$ cat src/hdl/ljpcc_mul.sv
// Two-stage unsigned multiplier built from 32x32 partial products.
// Depends on nothing but its parameters; operands are at most 64 bits wide.
module ljpcc_mul #(
   parameter int WA = 32,
   parameter int WB = 32,
   parameter int SW = 1
) (
   input  logic             clock,
   input  logic             en,
   input  logic [WA-1:0]    a,
   input  logic [WB-1:0]    b,
   input  logic [SW-1:0]    side_in,
   output logic [WA+WB-1:0] prod,
   output logic [SW-1:0]    side_out
);

   logic [63:0]       a_x, b_x;
   logic [63:0]       pp_ll_ff, pp_lh_ff, pp_hl_ff, pp_hh_ff;
   logic [SW-1:0]     side1_ff, side2_ff;
   logic [127:0]      sum;
   logic [WA+WB-1:0]  prod_ff, prod_in;

   assign a_x = 64'(a);
   assign b_x = 64'(b);

   always_ff @(posedge clock) begin
      if (en) begin
         pp_ll_ff <= a_x[31:0]  * b_x[31:0];
         pp_lh_ff <= a_x[31:0]  * b_x[63:32];
         pp_hl_ff <= a_x[63:32] * b_x[31:0];
         pp_hh_ff <= a_x[63:32] * b_x[63:32];
         side1_ff <= side_in;
      end
   end

   always_comb begin
      sum = 128'(pp_ll_ff) + (128'(pp_lh_ff) << 32) + (128'(pp_hl_ff) << 32)
            + (128'(pp_hh_ff) << 64);
      prod_in = sum[WA+WB-1:0];
   end

   always_ff @(posedge clock) begin
      if (en) begin
         prod_ff  <= prod_in;
         side2_ff <= side1_ff;
      end
   end

   assign prod     = prod_ff;
   assign side_out = side2_ff;

endmodule

$ cat config.mk
export PLATFORM = sky130hd
export DESIGN_NAME = ljpcc_mul
export DESIGN_NICKNAME = d
export VERILOG_FILES = /design/src/hdl/ljpcc_mul.sv
export SDC_FILE = /design/constraint.sdc
export NUM_CORES = 2
export LEC_CHECK = 0
export BUFFER_PORTS_ARGS = -buffer_cell sky130_fd_sc_hd__buf_2
export CORE_ASPECT_RATIO = 1.75
export CORE_MARGIN = 4
export CORE_UTILIZATION = 60
export CTS_CLUSTER_DIAMETER = 100
export DETAILED_ROUTE_END_ITERATION = 10
export GPL_ROUTABILITY_DRIVEN = 1
export PLACE_DENSITY_LB_ADDON = 0.25
export SLEW_MARGIN = 20
export SYNTH_ARGS = -nofsm -noshare
export SYNTH_HDL_FRONTEND = slang
export SYNTH_SLANG_ARGS = --single-unit
export TNS_END_PERCENT = 10
$ cat constraint.sdc
create_clock -name clock -period 11.3 [get_ports clock]
set_clock_uncertainty 0.1 [all_clocks]
set_input_delay 3.39 -clock clock [delete_from_list [all_inputs] [get_ports clock]]
set_output_delay 3.39 -clock clock [all_outputs]
set_load 0.01 [all_outputs]
==> run_results.csv <==
group,metric,value,unit
synth,synthDistinctLibCells,71,
timing,slew_violations,0,
critical_path,worst-path-max-fanout,24,
synth,synth-seq-cells,130,
floorplan,row_count,120,
place,io_buffers,131,
place,dpl-instance-area,0.03958,mm^2
global_routing,grt_max_degree,71,
drt,finalWirelength,103500,um
critical_path,worstPathRequired,11.40,ns
clock_tree,cts_root_buffer,"clkbuf_16",
critical_path,cpMostUsedCell,"fa_1",
drt,routedWlPerCell,21.81,um
synth,synth_edf_count,130,
synth,synth-seq-area-share,0.1051,
critical_path,critPathSlowestCell,"ha_1",
global_routing,grt_pass1_wl,163700,um
drt,ant_nets,0,
global_routing,antenna_found_initial,4,
synth,netlist_area,0.03716,mm^2
timing,slew_headroom,0.4071,
clock_tree,clockBufferDepth,2,
place,dp_cells,4712,
critical_path,critical_path_class,"in2reg",
timing,period_minus_slack,11.07,ns
finish,diodes,0,
clock_tree,postCtsHoldBufs,0,
global_routing,grt_overflow,0,
drt,vias,26860,
timing,max_freq,0.09037,GHz
floorplan,floorplan.initialDensity,0.6066,
critical_path,start_kind,"input port",
hold_path,hold_path_class,"reg2reg",
finish,fin_nets,5164,
floorplan,fp.dieH,337.2,um
synth,ys.warnings.count,0,
place,place.gp.congestion,1.014,
timing,rsz0062_at_grt,"no",
critical_path,path_cells,"clkbuf_4 > buf_4 > and2_1 > fa_1 > fa_1 > fa_1 > inv_1 > fa_1 > inv_1 > ha_1 > ha_1 > fa_1 > fa_1 > ha_1 > nand3_2 > or4b_4 > a31oi_4 > buf_4 > a41oi_2 > o21a_4 > o31ai_4 > a21oi_2 > o41ai_2 > xor2_1",
critical_path,end_kind,"flop",
timing,worst_hold_slack,0.3018,ns
drt,drtIter0Drc,1495,
clock_tree,clk_pin_slew,0.09,ns
clock_tree,cts_tree,"yes",
finish,design_area,0.04019,mm^2
floorplan,ioPinCount,132,
drt,drcViolationCount,0,
drt,firstDrtPassIters,5,
floorplan,core,0.06126,mm^2
floorplan,die_x,196.1,um
global_routing,grt_pass1_vias,30470,
finish,area_growth,8.169,%
critical_path,max_stage_delay,0.74,ns
finish,final_layout_size_suffix_gt1_frac,0.09947,
finish,finalNonFillerCells,4744,
critical_path,crit_arrival,11.17,ns
timing,setup_viol,0,
clock_tree,post-cts-setup-buffer-count,0,
synth,async_flop_share,0,
run,maxCapViolations,0,
timing,fin_crit_sh,0.9793,
synth,synthesis.nets,5019,
drt,viasPerCell,5.661,
clock_tree,htree_levels,4,
clock_tree,clk_latency,0.49,ns
place,dp.final_hpwl,86760,um
clock_tree,cts.sinks,130,
global_routing,grt_usage,0.3289,
timing,tightestPinTransition,0.8894,ns
synth,syn_inst,3793,
synth,syn-mean-instance-area,9.797,um^2
outcome,status,"finished, final reports clean",
synth,synth_flop_cell,"edfxtp_1",
clock_tree,cts_resized,0,
floorplan,die_area,0.06613,mm^2
clock_tree,cts_inserted_buffers,17,
timing,hold_viol,0,
cell families (layout without fill, tap and decap cells):
family	Yosys count	count (layout)	share of synthesized area
AND/OR/NAND/NOR	1164	1164	0.1621
adder cells (fa/ha/maj)	1159	1159	0.5713
buffers and inverters	1075	1233	0.1109
AO/OA/AOI/OAI	202	202	0.03576
flip-flops	130	130	0.1051
XOR/XNOR	62	62	0.01461
multiplexers	1	1	0.0002694
routing by layer:
metal	up-vias	share of wire	routed length (um)	track usage
met4	6	0.12	12630	0.3079
met5	-	0.00038	39	0
li1	11380	-	-	-
met2	1116	0.53	55310	0.5920
met1	13860	0.29	30180	0.3182
met3	504	0.051	5293	0.04706
worst paths after layout:
| check | slack [ns] | startpoint | cells past startpoint | end |
|---|---|---|---|---|
| hold reg to reg | 0.30 | pp_ll_ff[33]$_DFFE_PP_ | 0 | prod[33]$_DFFE_PP_ |
| setup / recovery | 0.23 | a[8] | 24 | pp_ll_ff[58]$_DFFE_PP_ |
| hold / removal | 0.30 | pp_ll_ff[33]$_DFFE_PP_ | 0 | prod[33]$_DFFE_PP_ |
| setup reg to reg | 10.47 | pp_ll_ff[59]$_DFFE_PP_ | 0 | prod[59]$_DFFE_PP_ |
cell usage in the layout (no fill, tap or decap), drive strengths merged, types with 2 or more instances in the layout:
cell	instances
xnor2	35
nand4	18
edfxtp	130
and2	601
inv	869
o21a	5
nor3	7
xor2	27
o21ai	40
a21oi	66
nand3	11
clkinv	4
a211o	3
nor2b	3
a41oi	2
clkinvlp	2
clkbuf	20
fa	896
buf	337
nor2	31
and3	9
nand2	473
nand2b	3
a21o	34
a31oi	16
ha	263
a211oi	5
o31ai	3
o41ai	2
o21bai	9
a221oi	2
state kept, by name, summed over array words and instances (netlist names):
register / count
prod: 64
pp_ll_ff: 64
side_out: 1
side1_ff: 1
metrics by stage:
step,setup slack (ns),util,TNS [ns]
2_1_floorplan,0.4889,-,0
3_3_place_gp,-0.1973,0.6461,-0.3795
3_5_place_dp,-0.2711,0.6461,-0.9585
4_1_cts,0.2659,0.6558,0
5_1_grt,0.07364,0.6561,0
6_report,0.2340,0.6561,0
Yosys cell counts (3+ instances only):
cell type / instances / area [um^2]
fa_1: 896 / 17940
inv_1: 861 / 3232
and2_1: 599 / 3747
nand2_1: 473 / 1775
ha_1: 263 / 3291
clkbuf_1: 204 / 765.7
edfxtp_1: 130 / 3904
a21oi_1: 65 / 325.3
o21ai_0: 36 / 180.2
xnor2_1: 35 / 306.5
a21o_1: 32 / 240.2
nor2_1: 31 / 116.4
xor2_1: 27 / 236.5
nand4_1: 18 / 112.6
a31oi_1: 15 / 93.84
nand3_1: 10 / 50.05
o21bai_1: 9 / 67.56
and3_1: 8 / 50.05
nor3_1: 7 / 35.03
a211oi_1: 4 / 30.03
buf_4: 4 / 30.03
o21a_1: 4 / 30.03
o21ai_1: 4 / 20.02
clkbuf_8: 3 / 41.29
nand2b_1: 3 / 18.77
nor2b_1: 3 / 18.77
worst max-delay path, delay by kind of cell:
kind	cells	cell delay [ns]
XOR/XNOR	1	0.11
AO/OA/AOI/OAI	6	1.59
adder cells (fa/ha/maj)	9	4.19
AND/OR/NAND/NOR	3	1.07
buffers and inverters	5	0.78
final cells by class:
cell class | count | area (um^2)
timing repair buffer | 340 | 2326
tap | 793 | 992.2
sequential | 130 | 3904
inverter | 861 | 3232
clock inverter | 15 | 168.9
fill | 4966 | 21060
clock buffer | 17 | 425.4
multi-input combinational | 2588 | 29150
Power is not shown: default switching activity piles up to over one toggle a cycle in this logic, so the estimate is an artifact.
